$ cat config.mk
export PLATFORM = sky130hd
export DESIGN_NAME = line_substring_filter_flat
export DESIGN_NICKNAME = d
export VERILOG_FILES = /design/src/sv/lsf_pkg.sv /design/src/sv/lsf_if.sv /design/src/sv/lsf_ram.sv /design/src/sv/lsf_cfg.sv /design/src/sv/lsf_match.sv /design/src/sv/line_substring_filter.sv /design/src/flat_wrapper.sv
export SDC_FILE = /design/constraint.sdc
export NUM_CORES = 1
export LEC_CHECK = 0
export ABC_AREA = 0
export BUFFER_PORTS_ARGS = -buffer_cell sky130_fd_sc_hd__buf_2
export CORE_MARGIN = 1.5
export CORE_UTILIZATION = 44
export CTS_CLUSTER_SIZE = 30
export DETAILED_ROUTE_END_ITERATION = 6
export HOLD_SLACK_MARGIN = 0.03
export PLACE_DENSITY_LB_ADDON = 0.2
export SKIP_CTS_REPAIR_TIMING = 1
export SKIP_LAST_GASP = 1
export SLEW_MARGIN = 30
export SYNTH_ARGS = -nofsm -noshare
export SYNTH_HDL_FRONTEND = slang
export SYNTH_HIERARCHICAL = 1
export SYNTH_SLANG_ARGS = --single-unit
$ cat constraint.sdc
create_clock -name clock -period 6 [get_ports clock]
set_clock_uncertainty 0.15 [all_clocks]
set_input_delay 0.9 -clock clock [delete_from_list [all_inputs] [get_ports clock]]
set_output_delay 0.9 -clock clock [all_outputs]
set_load 0.1 [all_outputs]
$ cat src/sv/lsf_pkg.sv
// types and constants shared by the line substring filter
package lsf_pkg;

   localparam int PAT_BYTES   = 31;
   localparam int PLEN_W      = 5;
   localparam int CSR_INDEX_W = 3;
   localparam int CSR_DATA_W  = 64;

   localparam logic [7:0] NEWLINE = 8'd10;

   typedef enum logic [CSR_INDEX_W-1:0] {
      CSR_PAT_0_7   = 3'd0,
      CSR_PAT_8_15  = 3'd1,
      CSR_PAT_16_23 = 3'd2,
      CSR_PAT_24_31 = 3'd3,
      CSR_PLEN      = 3'd4
   } csr_index_type;

   typedef enum logic [1:0] {
      ST_IDLE,
      ST_SCAN,
      ST_EMIT
   } lsf_state_type;

   typedef logic [PAT_BYTES-1:0][7:0] pattern_type;

   typedef struct packed {
      pattern_type        pattern;
      logic [PLEN_W-1:0]  plen;
      logic               update;
   } cfg_type;

   typedef struct packed {
      logic       clear;
      logic       step;
      logic [7:0] data;
   } match_ctl_type;

endpackage

$ cat src/sv/lsf_if.sv
// valid/ready channel interfaces for text input, line output and register writes
interface lsf_req_if;
   logic       valid;
   logic       ready;
   logic [7:0] text_byte;

   modport source (output valid, output text_byte, input ready);
   modport sink   (input valid, input text_byte, output ready);
   modport mon    (input valid, input text_byte, input ready);
endinterface

interface lsf_rsp_if;
   logic       valid;
   logic       ready;
   logic [7:0] line_byte;
   logic       end_of_line;

   modport source (output valid, output line_byte, output end_of_line, input ready);
   modport sink   (input valid, input line_byte, input end_of_line, output ready);
   modport mon    (input valid, input line_byte, input end_of_line, input ready);
endinterface

interface lsf_csr_if;
   logic                               valid;
   logic                               ready;
   logic [lsf_pkg::CSR_INDEX_W-1:0]    index;
   logic [lsf_pkg::CSR_DATA_W-1:0]     data;

   modport source (output valid, output index, output data, input ready);
   modport sink   (input valid, input index, input data, output ready);
   modport mon    (input valid, input index, input data, input ready);
endinterface

$ cat src/sv/lsf_ram.sv
// generic single-port-write, single-port-read ram with registered read data
module lsf_ram #(
   parameter int WIDTH = 8,
   parameter int DEPTH = 62
) (
   input  logic                     clock,
   input  logic                     we,
   input  logic [$clog2(DEPTH)-1:0] waddr,
   input  logic [WIDTH-1:0]         wdata,
   input  logic [$clog2(DEPTH)-1:0] raddr,
   output logic [WIDTH-1:0]         rdata
);

   logic [WIDTH-1:0] mem_ff [DEPTH];
   logic [WIDTH-1:0] rdata_ff;

   always_ff @(posedge clock) begin
      if (we) begin
         mem_ff[waddr] <= wdata;
      end
      rdata_ff <= mem_ff[raddr];
   end

   assign rdata = rdata_ff;

endmodule

$ cat src/sv/lsf_cfg.sv
// pattern and pattern length registers behind the register write channel
module lsf_cfg #(
   parameter int PATTERN_MAX = 31
) (
   input  logic             clock,
   input  logic             reset,
   lsf_csr_if.sink          csr_ch,
   output lsf_pkg::cfg_type cfg
);
   import lsf_pkg::*;

   pattern_type       pat_ff;
   logic [PLEN_W-1:0] plen_ff;
   logic              update;

   assign csr_ch.ready = 1'b1;

   always_ff @(posedge clock) begin
      if (reset) begin
         pat_ff  <= '0;
         plen_ff <= PLEN_W'(1);
      end else if (csr_ch.valid) begin
         case (csr_index_type'(csr_ch.index))
            CSR_PAT_0_7: begin
               for (int j = 0; j < 8; j++) pat_ff[j] <= csr_ch.data[8*j +: 8];
            end
            CSR_PAT_8_15: begin
               for (int j = 0; j < 8; j++) pat_ff[8+j] <= csr_ch.data[8*j +: 8];
            end
            CSR_PAT_16_23: begin
               for (int j = 0; j < 8; j++) pat_ff[16+j] <= csr_ch.data[8*j +: 8];
            end
            CSR_PAT_24_31: begin
               // top byte of this register has no pattern slot
               for (int j = 0; j < 7; j++) pat_ff[24+j] <= csr_ch.data[8*j +: 8];
            end
            CSR_PLEN: begin
               plen_ff <= csr_ch.data[PLEN_W-1:0];
            end
            default: begin
            end
         endcase
      end
   end

   always_comb begin
      case (csr_index_type'(csr_ch.index))
         CSR_PAT_0_7, CSR_PAT_8_15, CSR_PAT_16_23, CSR_PAT_24_31, CSR_PLEN:
            update = csr_ch.valid;
         default:
            update = 1'b0;
      endcase
   end

   assign cfg = '{
      pattern: pat_ff,
      plen:    (plen_ff > PLEN_W'(PATTERN_MAX)) ? PLEN_W'(PATTERN_MAX) : plen_ff,
      update:  update
   };

endmodule

$ cat src/sv/lsf_match.sv
// shift-and matcher: one line byte per step, sticky found flag per line
module lsf_match #(
   parameter int PATTERN_MAX = 31
) (
   input  logic                   clock,
   input  logic                   reset,
   input  lsf_pkg::match_ctl_type ctl,
   input  lsf_pkg::pattern_type   pattern,
   input  logic [lsf_pkg::PLEN_W-1:0] plen,
   output logic                   hit
);
   import lsf_pkg::*;

   logic [PATTERN_MAX-1:0] vec_ff;
   logic [PATTERN_MAX-1:0] vec_in;
   logic                   found_ff;
   logic                   step_hit;

   // bit k set: pattern bytes 0..k end at the current byte
   always_comb begin
      step_hit = 1'b0;
      for (int k = 0; k < PATTERN_MAX; k++) begin
         vec_in[k] = ((k == 0) ? 1'b1 : vec_ff[(k == 0) ? 0 : k-1])
                     & (ctl.data == pattern[k]);
         if (plen == PLEN_W'(k+1)) begin
            step_hit = vec_in[k];
         end
      end
   end

   always_ff @(posedge clock) begin
      if (reset || ctl.clear) begin
         vec_ff   <= '0;
         found_ff <= 1'b0;
      end else if (ctl.step) begin
         vec_ff   <= vec_in;
         found_ff <= found_ff | step_hit;
      end
   end

   // the empty pattern is found in every line
   assign hit = found_ff || (plen == '0);

endmodule

$ cat src/sv/line_substring_filter.sv
// line substring filter top level: line store, matcher, control sequencer
// Text bytes are written into a line store ram at one transaction per cycle while the matcher
// follows the line as it arrives. A newline, or any byte that arrives while the store already
// holds LINE_MAX bytes, ends the line; that byte is dropped. If the pattern registers were not
// written since the previous line ended, the match decision is made in the same cycle; after a
// pattern or length write the store is rescanned once from the ram before the decision.
// A matching line is sent out from the ram one byte at a time, each read issued only when the
// output register will be free to take its registered data, and a new read waits until the
// previous byte is loaded. The bytes are followed by a newline with end_of_line set; no input
// is taken while a line is rescanned or sent. A non-matching line is dropped without leaving
// the idle state unless a rescan is due. The line store needs no clearing after reset.
module line_substring_filter #(
   parameter int LINE_MAX    = 62,
   parameter int PATTERN_MAX = 31
) (
   input  logic       clock,
   input  logic       reset,
   lsf_req_if.sink    req_ch,
   lsf_rsp_if.source  rsp_ch,
   lsf_csr_if.sink    csr_ch
);
   import lsf_pkg::*;

   localparam int FILL_W = $clog2(LINE_MAX + 1);
   localparam int ADDR_W = $clog2(LINE_MAX);

   lsf_state_type state_ff, state_in;
   logic [FILL_W-1:0] fill_ff, fill_in;
   logic [FILL_W-1:0] rd_ff, rd_in;
   logic              pend_ff, pend_in;
   logic              stale_ff, stale_in;

   logic              outv_ff;
   logic [7:0]        obyte_ff;
   logic              oeol_ff;
   logic              load_data;
   logic              load_nl;
   logic              out_free;

   logic              ram_we;
   logic [7:0]        ram_rdata;
   logic              accept;
   logic              line_end;

   cfg_type           cfg;
   match_ctl_type     mctl;
   logic              hit;

   lsf_cfg #(.PATTERN_MAX(PATTERN_MAX)) u_cfg (
      .clock  (clock),
      .reset  (reset),
      .csr_ch (csr_ch),
      .cfg    (cfg)
   );

   lsf_match #(.PATTERN_MAX(PATTERN_MAX)) u_match (
      .clock   (clock),
      .reset   (reset),
      .ctl     (mctl),
      .pattern (cfg.pattern),
      .plen    (cfg.plen),
      .hit     (hit)
   );

   lsf_ram #(.WIDTH(8), .DEPTH(LINE_MAX)) u_store (
      .clock (clock),
      .we    (ram_we),
      .waddr (fill_ff[ADDR_W-1:0]),
      .wdata (req_ch.text_byte),
      .raddr (rd_ff[ADDR_W-1:0]),
      .rdata (ram_rdata)
   );

   assign req_ch.ready = (state_ff == ST_IDLE);
   assign accept       = req_ch.valid && req_ch.ready;
   assign line_end     = (req_ch.text_byte == NEWLINE) || (fill_ff >= FILL_W'(LINE_MAX));
   assign out_free     = !outv_ff || rsp_ch.ready;

   always_ff @(posedge clock) begin
      if (reset) begin
         state_ff <= ST_IDLE;
         fill_ff  <= '0;
         rd_ff    <= '0;
         pend_ff  <= 1'b0;
         stale_ff <= 1'b0;
         outv_ff  <= 1'b0;
      end else begin
         state_ff <= state_in;
         fill_ff  <= fill_in;
         rd_ff    <= rd_in;
         pend_ff  <= pend_in;
         stale_ff <= stale_in;
         if (load_data || load_nl) begin
            outv_ff <= 1'b1;
         end else if (rsp_ch.ready) begin
            outv_ff <= 1'b0;
         end
      end
   end

   always_ff @(posedge clock) begin
      if (load_data) begin
         obyte_ff <= ram_rdata;
         oeol_ff  <= 1'b0;
      end else if (load_nl) begin
         obyte_ff <= NEWLINE;
         oeol_ff  <= 1'b1;
      end
   end

   always_comb begin
      state_in   = state_ff;
      fill_in    = fill_ff;
      rd_in      = rd_ff;
      pend_in    = 1'b0;
      stale_in   = stale_ff || cfg.update;
      ram_we     = 1'b0;
      load_data  = 1'b0;
      load_nl    = 1'b0;
      mctl.clear = 1'b0;
      mctl.step  = 1'b0;
      mctl.data  = req_ch.text_byte;

      case (state_ff)
         ST_IDLE: begin
            if (accept) begin
               if (line_end) begin
                  rd_in = '0;
                  if (stale_ff) begin
                     // pattern changed mid-line: search the store again
                     state_in   = ST_SCAN;
                     stale_in   = cfg.update;
                     mctl.clear = 1'b1;
                  end else if (hit) begin
                     state_in = ST_EMIT;
                  end else begin
                     fill_in    = '0;
                     mctl.clear = 1'b1;
                  end
               end else begin
                  ram_we    = 1'b1;
                  fill_in   = fill_ff + FILL_W'(1);
                  mctl.step = 1'b1;
               end
            end
         end
         ST_SCAN: begin
            if (pend_ff) begin
               mctl.step = 1'b1;
               mctl.data = ram_rdata;
            end
            if (rd_ff < fill_ff) begin
               pend_in = 1'b1;
               rd_in   = rd_ff + FILL_W'(1);
            end else if (!pend_ff) begin
               rd_in = '0;
               if (hit) begin
                  state_in = ST_EMIT;
               end else begin
                  state_in   = ST_IDLE;
                  fill_in    = '0;
                  mctl.clear = 1'b1;
               end
            end
         end
         ST_EMIT: begin
            load_data = pend_ff;
            if (!pend_ff && out_free) begin
               if (rd_ff < fill_ff) begin
                  pend_in = 1'b1;
                  rd_in   = rd_ff + FILL_W'(1);
               end else begin
                  load_nl    = 1'b1;
                  state_in   = ST_IDLE;
                  fill_in    = '0;
                  mctl.clear = 1'b1;
               end
            end
         end
         default: begin
            state_in = ST_IDLE;
         end
      endcase
   end

   assign rsp_ch.valid       = outv_ff;
   assign rsp_ch.line_byte   = obyte_ff;
   assign rsp_ch.end_of_line = oeol_ff;

endmodule

$ cat src/flat_wrapper.sv
// flat-port wrapper written by rule: the top's interface ports become plain ports
module line_substring_filter_flat import lsf_pkg::*;
#(
   parameter int LINE_MAX    = 62,
   parameter int PATTERN_MAX = 31
)
  (clock, reset, req_ch_valid, req_ch_text_byte, req_ch_ready, rsp_ch_valid, rsp_ch_line_byte, rsp_ch_end_of_line, rsp_ch_ready, csr_ch_valid, csr_ch_index, csr_ch_data, csr_ch_ready);
  lsf_req_if req_ch_i ();
  lsf_rsp_if rsp_ch_i ();
  lsf_csr_if csr_ch_i ();
  input  logic clock;
  input  logic reset;
  input wire logic [$bits(req_ch_i.valid)-1:0] req_ch_valid;
  input wire logic [$bits(req_ch_i.text_byte)-1:0] req_ch_text_byte;
  output wire logic [$bits(req_ch_i.ready)-1:0] req_ch_ready;
  output wire logic [$bits(rsp_ch_i.valid)-1:0] rsp_ch_valid;
  output wire logic [$bits(rsp_ch_i.line_byte)-1:0] rsp_ch_line_byte;
  output wire logic [$bits(rsp_ch_i.end_of_line)-1:0] rsp_ch_end_of_line;
  input wire logic [$bits(rsp_ch_i.ready)-1:0] rsp_ch_ready;
  input wire logic [$bits(csr_ch_i.valid)-1:0] csr_ch_valid;
  input wire logic [$bits(csr_ch_i.index)-1:0] csr_ch_index;
  input wire logic [$bits(csr_ch_i.data)-1:0] csr_ch_data;
  output wire logic [$bits(csr_ch_i.ready)-1:0] csr_ch_ready;
  assign req_ch_i.valid = req_ch_valid;
  assign req_ch_i.text_byte = req_ch_text_byte;
  assign req_ch_ready = req_ch_i.ready;
  assign rsp_ch_valid = rsp_ch_i.valid;
  assign rsp_ch_line_byte = rsp_ch_i.line_byte;
  assign rsp_ch_end_of_line = rsp_ch_i.end_of_line;
  assign rsp_ch_i.ready = rsp_ch_ready;
  assign csr_ch_i.valid = csr_ch_valid;
  assign csr_ch_i.index = csr_ch_index;
  assign csr_ch_i.data = csr_ch_data;
  assign csr_ch_ready = csr_ch_i.ready;
  line_substring_filter #(.LINE_MAX(LINE_MAX), .PATTERN_MAX(PATTERN_MAX)) u_core (.clock(clock), .reset(reset), .req_ch(req_ch_i), .rsp_ch(rsp_ch_i), .csr_ch(csr_ch_i));
endmodule
**Word-level counts from Yosys, hierarchy flattened**

Memory sizes are Yosys's and may differ from the RTL's. A register that Yosys moved wholly into a read port is not among the register bits.
Cells that the tools add are included.

- RAM bits: 496
- Memories kept: 1
- Input bits: 80
- Output and inout port bits: 12
- Register bits: 310

- Muxes and demuxes: 89
- Magnitude comparators: 3
- Add/sub/neg operators: 2
- Reductions and logical operators: 25
- Bitwise gates (word level): 31
- Equality and inequality tests: 79

Memory list:

| memory | depth | bits a word | rd ports | clocked after memory_dff | write ports | RTL line | RTL |
|---|---|---|---|---|---|---|---|
| u_core.u_store.mem_ff | 62 | 8 | 1 | 1 | 1 | lsf_ram.sv:14 | `logic [WIDTH-1:0] mem_ff [DEPTH];` |

Operators with widths:

| operator | count |
|---|---|
| == test 8 bit | 31 |
| 2-to-1 mux 6 bit | 14 |
| == test 5 bit, second input constant | 16 |
| 2-to-1 mux 1 bit | 54 |
| == test 5 x 4 -> 1 bit, second input constant | 8 |
| one-hot mux 6 bit (3 select lines) | 2 |
| AND 1 bit | 30 |
| 2-to-1 mux 8 bit | 3 |
| == test 5 x 3 -> 1 bit, second input constant | 4 |
| 2-to-1 mux 2 bit | 10 |
| AND reduction 7 bit | 2 |
| adder 6 x 1 -> 6 bit, second input constant | 2 |
| == test 5 x 2 -> 1 bit, second input constant | 2 |
| inequality test 2 bit, second input constant | 5 |
| AND reduction 2 bit | 5 |
| 2-to-1 mux 9 bit | 1 |
| inequality test 3 bit, second input constant | 3 |
| == test 8 x 4 -> 1 bit, second input constant | 1 |
| == test 3 x 2 -> 1 bit, second input constant | 2 |
| greater-or-equal comparator 6 bit, second input constant | 1 |
| logical OR 1 bit | 6 |
| < comparator 6 bit | 1 |
| one-hot mux 2 bit (3 select lines) | 1 |
| AND reduction 6 bit | 1 |
| 19 further kinds | 24 |

**Logic depth before layout (Yosys ltp)**

Gate-level depths: netlist (run 1).

- Depth after elaboration: 35
- Mapped depth: 16
- Mapped depth without buffers: 12

**Cells and area by module**

The synthesis (run 1) kept the hierarchy.

By module, submodules not included:

| module | times used | area an instance (um2) | seq. area each (um2) | cells an instance |
|---|---|---|---|---|
| lsf_ram | 1 | 19,742.7 | 15,054.4 | 947 |
| lsf_cfg | 1 | 10,002.1 | 5,064.9 | 904 |
| lsf_match | 1 | 4,799.6 | 620.6 | 601 |
| line_substring_filter | 1 | 1,760.4 | 600.6 | 191 |

**Least setup slack after synthesis (run 1)**

OpenSTA, ideal clock, no wires.

- Path kind: register -> register
- Start point: register u_core.state_ff[0]
- End point: memory u_core.u_store.mem_ff[36][0] (enable)
- Clock period less this slack: 3.440 ns
- Required time: 5.467 ns
- Path slack: 2.560 ns
- Buffers on the path: 0
- Cell stages (with the launch flop): 8
- Arrival: 2.907 ns
- Cell sequence: dfxtp_1 > inv_1 > ha_1 > nand2_1 > nor2_1 > nor4bb_1 > nand2_1 > nor3_1

- Longest elaborated chain between the ends: 6

Ends and longest elaborated chain:

| what | RTL line | RTL |
|---|---|---|
| start, declared | line_substring_filter.sv:27 | `lsf_state_type state_ff, state_in;` |
| start signal, assigned | line_substring_filter.sv:88 | `state_ff <= state_in;` |
| logical NOT 2 bit * | line_substring_filter.sv:74 | `assign req_ch.ready = (state_ff == ST_IDLE);` |
| named net req_ch_ready | flat_wrapper.sv:15 | `output wire logic [$bits(req_ch_i.ready)-1:0] req_ch_ready;` |
| logical AND 1 bit | line_substring_filter.sv:75 | `assign accept = req_ch.valid && req_ch.ready;` |
| 2-to-1 mux 1 bit | line_substring_filter.sv:126 | `if (accept) begin` |
| 2-to-1 mux 1 bit * | line_substring_filter.sv:124 | `case (state_ff)` |
| named net u_core.ram_we | line_substring_filter.sv:40 | `logic ram_we;` |
| 2-to-1 mux 1 bit * | lsf_ram.sv:18 | `if (we) begin` |
| 2-to-1 mux 1 bit (not written as such) * | lsf_ram.sv:19 | `mem_ff[waddr] <= wdata;` |
| end, declared | lsf_ram.sv:14 |  |

Mark *: on every way through the listed nets, which the timed path passes. The rest lies on a longest branch.

==> metrics.csv, run 1 <==
stage;metric;value;unit
detailed_routing;dr_total_vias;21543;
detailed_routing;wl;94620;um
yosys;syn_area;0.03630;sq mm
clocking;clkTransAtPathRegs;0.06;ns
worst_setup_path;rr_worst_depth;13;
global_route;track_usage;22.27;%
die;dieArea;0.08424;sq mm
worst_setup_path;crit_chain;inv_1 -> ha_1 -> nand2_2 -> mux2_2 -> buf_4 -> xor2_1 -> nor3_1 -> nand4_1 -> o32ai_1 -> o32ai_1 -> a22oi_1 -> o31ai_1 -> a211oi_2;
yosys;synthFlopType;edfxtp_1;
layout;mostFrequentLayoutCell;edfxtp_1;
layout;area_growth;11.68;%
timing;setup_viol;0;
flow_run;maxCapViolCount;0;
yosys;synth-async-reset-ratio;0;%
timing;hold_viol;0;
die;die_x;290.2;um
worst_setup_path;crit_path_start_kind;flop;
pwr;powerDensity;320.6;mW/mm^2
yosys;syn-num-nets;2735;
global_route;grt_pass1_wl;142100;um
yosys;ys_seq_area_share;58.78;%
detailed_routing;via_per_inst;5.617;
worst_setup_path;cp.arrival;4.91;ns
global_route;grt_max_degree;168;
die;io_pins;92;
timing;slew_headroom;34.69;%
yosys;synth_seq_cells;814;
placed_design;finalWeightedCongestion;0.8781;
yosys;synth_edf_count;504;
pwr;p_leak;0.01428;uW
yosys;synth_area_leaders;edfxtp_1, dfxtp_1, mux2i_1;
min_path;hold-path-cell-count;2;
pwr;finalPower;13000;uW
layout;finalNetCount;2783;
timing;period_needed;4.496;ns
pwr;peakVddDrop;0.2621;mV
yosys;synth_top_area_share;41.69;%
worst_setup_path;required;6.41;ns
layout;drive_above_1_share;15.48;%
worst_setup_path;critPathSlowestCell;mux2_2;
worst_setup_path;critPathMostFrequentCell;o32ai_1;
placed_design;io_buffers;90;
detailed_routing;wl_per_cell;24.67;um
worst_setup_path;slowest_delay;0.84;ns
detailed_routing;ant_nets;0;
min_path;hp-class;reg2reg;
clocking;cts_root_buf;clkbuf_16;
detailed_routing;drt_iter0_markers;1522;
run_status;status;completed;
global_route;antenna_found_initial;2;
detailed_routing;drc;0;
clocking;cts.sinks;814;
worst_setup_path;crit_path_end_kind;flop;
timing;grt_setup_unrepaired;no;
placed_design;dpl.hpwl;62090;um
global_route;grt_overflow_total;0;
clocking;cts_buffers;88;
timing;fmax;222.4;MHz
worst_setup_path;cp_max_fo;15;
die;start_util;44.36;%
clocking;htree_levels;3;
layout;layout_common_cells;edfxtp_1, nand2b_1, mux2i_1;
timing;tns;0;ns
yosys;synthCells;2643;
clocking;clock_latency;0.65;ns
worst_setup_path;critPathKind;reg2reg;
worst_setup_path;cp_top_family;simple AND/OR/NAND/NOR gates;
global_route;grt_pass1_vias;21934;
yosys;synth_top_cell_by_area;edfxtp_1;
yosys;yosysUniqueCellTypes;95;
detailed_routing;dr.pass1.iters;5;
layout;fill_cells;6985;
die;rows;105;
yosys;yosysWarnings;6;
clocking;cts.path.max_buffers;3;
clocking;cts_tree;yes;
yosys;avgSynthCellArea;13.74;sq um
die;coreArea;0.08185;sq mm
worst_setup_path;worst-path-buf-inv;2;
timing;tightest_slew;0.9796;ns
timing;timing.final.max_slew_violations;0;
timing;fin_crit_sh;74.93;%
worst_setup_path;worstSetupPathDepth;13;
die;die_h;290.2;um
Yosys cell counts, drive strengths merged (3+ instances only):
cell type,count
a211oi,4
a21oi,48
a221oi,4
a22oi,6
a2bb2oi,4
a31oi,5
a32oi,4
and2,4
and3,18
buf,103
clkbuf,71
dfxtp,310
edfxtp,504
ha,12
inv,24
mux2,20
mux2i,320
mux4,111
nand2,62
nand2b,331
nand3,48
nand3b,6
nand4,29
nand4bb,3
nor2,119
nor2b,15
nor3,23
nor4,44
nor4b,4
o211ai,7
o21ai,30
o21bai,3
o221a,5
o22a,3
o22ai,20
o31ai,4
o32ai,7
or2,7
or3,10
or4,3
xnor2,137
xor2,111
state kept, by name, summed over array words and instances, names as in the netlist, 2 cells and up:
name and cells:
u_core/state_ff 2, u_core/fill_ff 6, u_core/u_cfg/plen_ff 5, u_core/rd_ff 6, u_core/u_match/vec_ff 30, u_core/u_store/mem_ff 496, u_core/rsp_ch.line_byte 8, u_core/u_store/rdata 8
u_core/u_cfg/cfg 248
per-stage QoR:
step	utilization (%)	worst slack [ns]	area, sq um	std cells	hold slack (ns)
5_1_grt	49.54	1.344	40540	3834	0.3508
4_1_cts	49.54	1.571	40540	3834	0.3170
6_report	49.54	1.504	40550	3835	0.3165
3_5_place_dp	45.83	1.408	37510	3671	0.3066
3_3_place_gp	45.78	1.447	37470	3670	0.3089
2_1_floorplan	-	2.560	36300	2643	0.2864
per-layer routing:
metal / vias to the layer above / track usage (%) / share of wire [%]
met5: - / 0 / 0.014
met2: 640 / 36.67 / 48
met4: 2 / 6.187 / 2.4
met1: 10956 / 30.47 / 44
li1: 9800 / - / -
met3: 145 / 3.724 / 5.4
cell families after synthesis:
family / share of synthesized area (%)
multiplexers: 16.52
adder cells (fa/ha/maj): 0.4136
flip-flops: 58.78
AND/OR/NAND/NOR: 11.62
AO/OA/AOI/OAI: 3.495
buffers and inverters: 3.184
other: 0.01033
XOR/XNOR: 5.983
path summary, 6_finish.rpt:
kind	start	end	slack, ns
worst max-delay path	u_core/state_ff[1]$_SDFFE_PP0P_	u_core/u_match/found_ff$_SDFFE_PP0P_	1.50
worst min-delay path	u_core/u_match/vec_ff[26]$_SDFFE_PP0P_	u_core/u_match/vec_ff[26]$_SDFFE_PP0P_	0.32
worst min register to register	u_core/u_match/vec_ff[26]$_SDFFE_PP0P_	u_core/u_match/vec_ff[26]$_SDFFE_PP0P_	0.32
worst max register to register	u_core/state_ff[1]$_SDFFE_PP0P_	u_core/u_match/found_ff$_SDFFE_PP0P_	1.50
where the power goes:
| part | internal [uW] | leakage (uW) | switching, uW |
|---|---|---|---|
| clock network | 3300 | 0.00146 | 2310 |
| registers | 6070 | 0.00704 | 116 |
| logic | 376 | 0.00578 | 833 |
| total | 9750 | 0.0143 | 3260 |
worst reg2reg max path, stage by stage (launching register included):
cell	delay, ns
dfxtp_1	0.33
inv_1	0.10
ha_1	0.35
nand2_2	0.36
mux2_2	0.85
buf_4	0.35
xor2_1	0.10
nor3_1	0.60
nand4_1	0.29
o32ai_1	0.25
o32ai_1	0.13
a22oi_1	0.23
o31ai_1	0.11
a211oi_2	0.22
final cells by class:
cell class	count	area (sq um)	area share, %
Multi-Input combinational cell	1628	13890	34.26
Clock inverter	54	628.1	1.549
Clock buffer	109	2404	5.928
Sequential cell	814	21350	52.65
Inverter	26	97.59	0.2407
Timing Repair Buffer	133	837.1	2.064
Antenna cell	1	2.502	0.006172
Tap cell	1070	1339	3.302
Power figures use the tool's default switching activity.
==> run 2, diff against run 1 <==
==> constraint.sdc (replaced) <==
create_clock -name clock -period 4.1 [get_ports clock]
set_clock_uncertainty 0.15 [all_clocks]
set_input_delay 0.615 -clock clock [delete_from_list [all_inputs] [get_ports clock]]
set_output_delay 0.615 -clock clock [all_outputs]
set_load 0.1 [all_outputs]
==> metrics.csv, run 2 (synthesized netlist as in run 1, its figures left out) <==
stage;metric;value;unit;change
layout;finalNetCount;2841;;was 2783
timing;fin_hold_ws;0.1376;ns;was 0.3165 ns
worst_setup_path;ff2ff_setup_slack;0.34;ns;was 1.50 ns
die;io_pins;92;;unchanged
placed_design;io_buffers;90;;unchanged
detailed_routing;dr.pass1.iters;5;;unchanged
clocking;clock_latency;0.66;ns;was 0.65 ns
placed_design;dpl.hpwl;62790;um;was 62090 um
clocking;cts_root_buf;clkbuf_16;;unchanged
die;die_x;290.2;um;unchanged
worst_setup_path;rr_worst_depth;14;;was 13
worst_setup_path;cp.arrival;4.19;ns;was 4.91 ns
worst_setup_path;cp_max_fo;12;;was 15
die;dieArea;0.08424;sq mm;unchanged
worst_setup_path;cp_top_family;compound AO/OA/AOI/OAI gates;;was simple AND/OR/NAND/NOR gates
flow_run;maxCapViolCount;0;;unchanged
worst_setup_path;crit_path_end_kind;flop;;unchanged
global_route;track_usage;22.29;%;was 22.27%
pwr;p_seq_share;47.9;%;was 47.6%
worst_setup_path;required;4.53;ns;was 6.41 ns
layout;layout_common_cells;edfxtp_1, nand2b_1, mux2i_1;;unchanged
min_path;hold-path-cell-count;3;;was 2
timing;fin_crit_sh;91.66;%;was 74.93%
detailed_routing;wl_per_cell;24.23;um;was 24.67 um
pwr;powerDensity;459.3;mW/mm^2;was 320.6 mW/mm^2
detailed_routing;dr_total_vias;21881;;was 21543
min_path;hp-class;in2reg;;was reg2reg
min_path;hp-start;csr_ch_data[63];;was u_core/u_match/vec_ff[26]$_SDFFE_PP0P_
worst_setup_path;worstSetupPathDepth;14;;was 13
detailed_routing;ant_nets;0;;unchanged
timing;hold_viol;0;;unchanged
timing;slew_headroom;35.08;%;was 34.69%
clocking;htree_levels;3;;unchanged
worst_setup_path;slowest_delay;0.43;ns;was 0.84 ns
placed_design;finalWeightedCongestion;0.8772;;was 0.8781
clocking;cts_buffers;87;;was 88
global_route;grt_max_degree;116;;was 168
worst_setup_path;crit_chain;inv_1 -> ha_1 -> nand2_2 -> buf_4 -> mux2_2 -> buf_4 -> xor2_1 -> nor4_2 -> nand4_1 -> o32ai_1 -> o32ai_1 -> a22oi_1 -> o31ai_1 -> a211oi_2;;was inv_1 -> ha_1 -> nand2_2 -> mux2_2 -> buf_4 -> xor2_1 -> nor3_1 -> nand4_1 -> o32ai_1 -> o32ai_1 -> a22oi_1 -> o31ai_1 -> a211oi_2
clocking;cts_tree;yes;;unchanged
pwr;p_sw;4747;uW;was 3256 uW
die;rows;105;;unchanged
pwr;switching_share;25.24;%;was 25.04%
die;start_util;44.36;%;unchanged
clocking;cts.path.max_buffers;3;;unchanged
global_route;grt_overflow_total;0;;unchanged
layout;design_area;0.04095;sq mm;was 0.04055 sq mm
detailed_routing;drt_iter0_markers;1949;;was 1522
timing;period_needed;3.758;ns;was 4.496 ns
pwr;combPwrFrac;9.8;%;was 9.3%
pwr;p_clk_share;42.3;%;was 43.1%
layout;drive_above_1_share;17.26;%;was 15.48%
detailed_routing;via_per_inst;5.621;;was 5.617
pwr;internal_power;14060;uW;was 9745 uW
pwr;finalPower;18810;uW;was 13000 uW
run_status;status;completed;;unchanged
pwr;p_leak;0.01456;uW;was 0.01428 uW
pwr;peakVddDrop;0.3363;mV;was 0.2621 mV
layout;area_growth;12.78;%;was 11.68%
worst_setup_path;worst-path-buf-inv;3;;was 2
layout;mostFrequentLayoutCell;edfxtp_1;;unchanged
worst_setup_path;critPathKind;reg2reg;;unchanged
timing;tightest_slew;0.9702;ns;was 0.9796 ns
timing;setup_viol;0;;unchanged
min_path;hold_end;u_core/u_cfg/cfg[197]$_SDFFE_PP0P_;;was u_core/u_match/vec_ff[26]$_SDFFE_PP0P_
placed_design;placed_cell_area;0.03801;sq mm;was 0.03751 sq mm
worst_setup_path;worstReg2RegEnd;u_core/u_match/found_ff$_SDFFE_PP0P_;;unchanged
timing;timing.final.max_slew_violations;0;;unchanged
clocking;clkTransAtPathRegs;0.06;ns;about the same
die;die_h;290.2;um;unchanged
worst_setup_path;crit_path_start_kind;flop;;unchanged
detailed_routing;wl;94310;um;was 94620 um
worst_setup_path;r2r-start;u_core/state_ff[1]$_SDFFE_PP0P_;;unchanged
die;coreArea;0.08185;sq mm;unchanged
timing;tns;0;ns;unchanged
global_route;antenna_found_initial;2;;unchanged
global_route;grt_pass1_wl;142800;um;was 142100 um
layout;regMostFlops;u_core/u_store/mem_ff;;unchanged
clocking;cts.sinks;814;;unchanged
detailed_routing;drc;0;;unchanged
timing;fmax;266.1;MHz;was 222.4 MHz
layout;largest_register_ffs;496;;unchanged
timing;grt_setup_unrepaired;no;;unchanged
global_route;grt_pass1_vias;22114;;was 21934
worst_setup_path;critPathSlowestCell;mux2_2;;unchanged
run 2: metal layers:
| metal | GRT usage (%) | up-vias | share of wire, % |
|---|---|---|---|
| met1 | 31.99 | 11175 | 46 |
| met5 | 0 | - | 0 |
| met4 | 5.481 | 0 | 2.1 |
| met2 | 35.43 | 664 | 46 |
| met3 | 3.587 | 131 | 5.7 |
| li1 | - | 9911 | - |
run 2: worst max path at each step:
stage | from | endpoint
floorplan | u_core/state_ff[0]$_SDFFE_PP0P_ | u_core/u_store/mem_ff[36][0]$_DFFE_PP_
global placement | u_core/state_ff[1]$_SDFFE_PP0P_ | u_core/u_match/found_ff$_SDFFE_PP0P_
global route | u_core/state_ff[1]$_SDFFE_PP0P_ | u_core/u_match/found_ff$_SDFFE_PP0P_
finish | u_core/state_ff[1]$_SDFFE_PP0P_ | u_core/u_match/found_ff$_SDFFE_PP0P_
CTS | u_core/state_ff[1]$_SDFFE_PP0P_ | u_core/u_match/found_ff$_SDFFE_PP0P_
detailed placement | u_core/state_ff[1]$_SDFFE_PP0P_ | u_core/u_match/found_ff$_SDFFE_PP0P_
run 2: power by group through the flow:
stage,logic [uW],registers [uW],clock network [uW]
2_1_floorplan,1110,9250,0
3_3_place_gp,1790,9170,0
3_5_place_dp,1830,9170,0
4_1_cts,1830,9000,8110
5_1_grt,1960,9010,8410
6_report,1850,9000,7960
run 2: tightest hold or removal path, delay by kind of cell:
family / cells / cell delay, ns
buffers and inverters: 1 / 0.08
muxes: 1 / 0.12
and+or+nand+nor: 1 / 0.08
run 2: area by class of cell:
class	instances	area, sq um
fill	6952	40900
sequential	814	21350
multi-input combinational	1628	13910
clock buffer	113	2349
timing repair buffer	192	1343
tap	1070	1339
clock inverter	49	556.8
inverter	26	97.59
antenna	1	2.502
run 2: through the flow:
stage | util [%] | instances | setup WS, ns
after CTS | 49.99 | 3892 | 0.1768
after detailed placement | 46.44 | 3730 | 0.1653
final | 50.03 | 3893 | 0.3419
after global placement | 46.41 | 3729 | 0.2337
after global routing | 50.02 | 3892 | 0.09076
after floorplan | - | 2643 | 0.6598
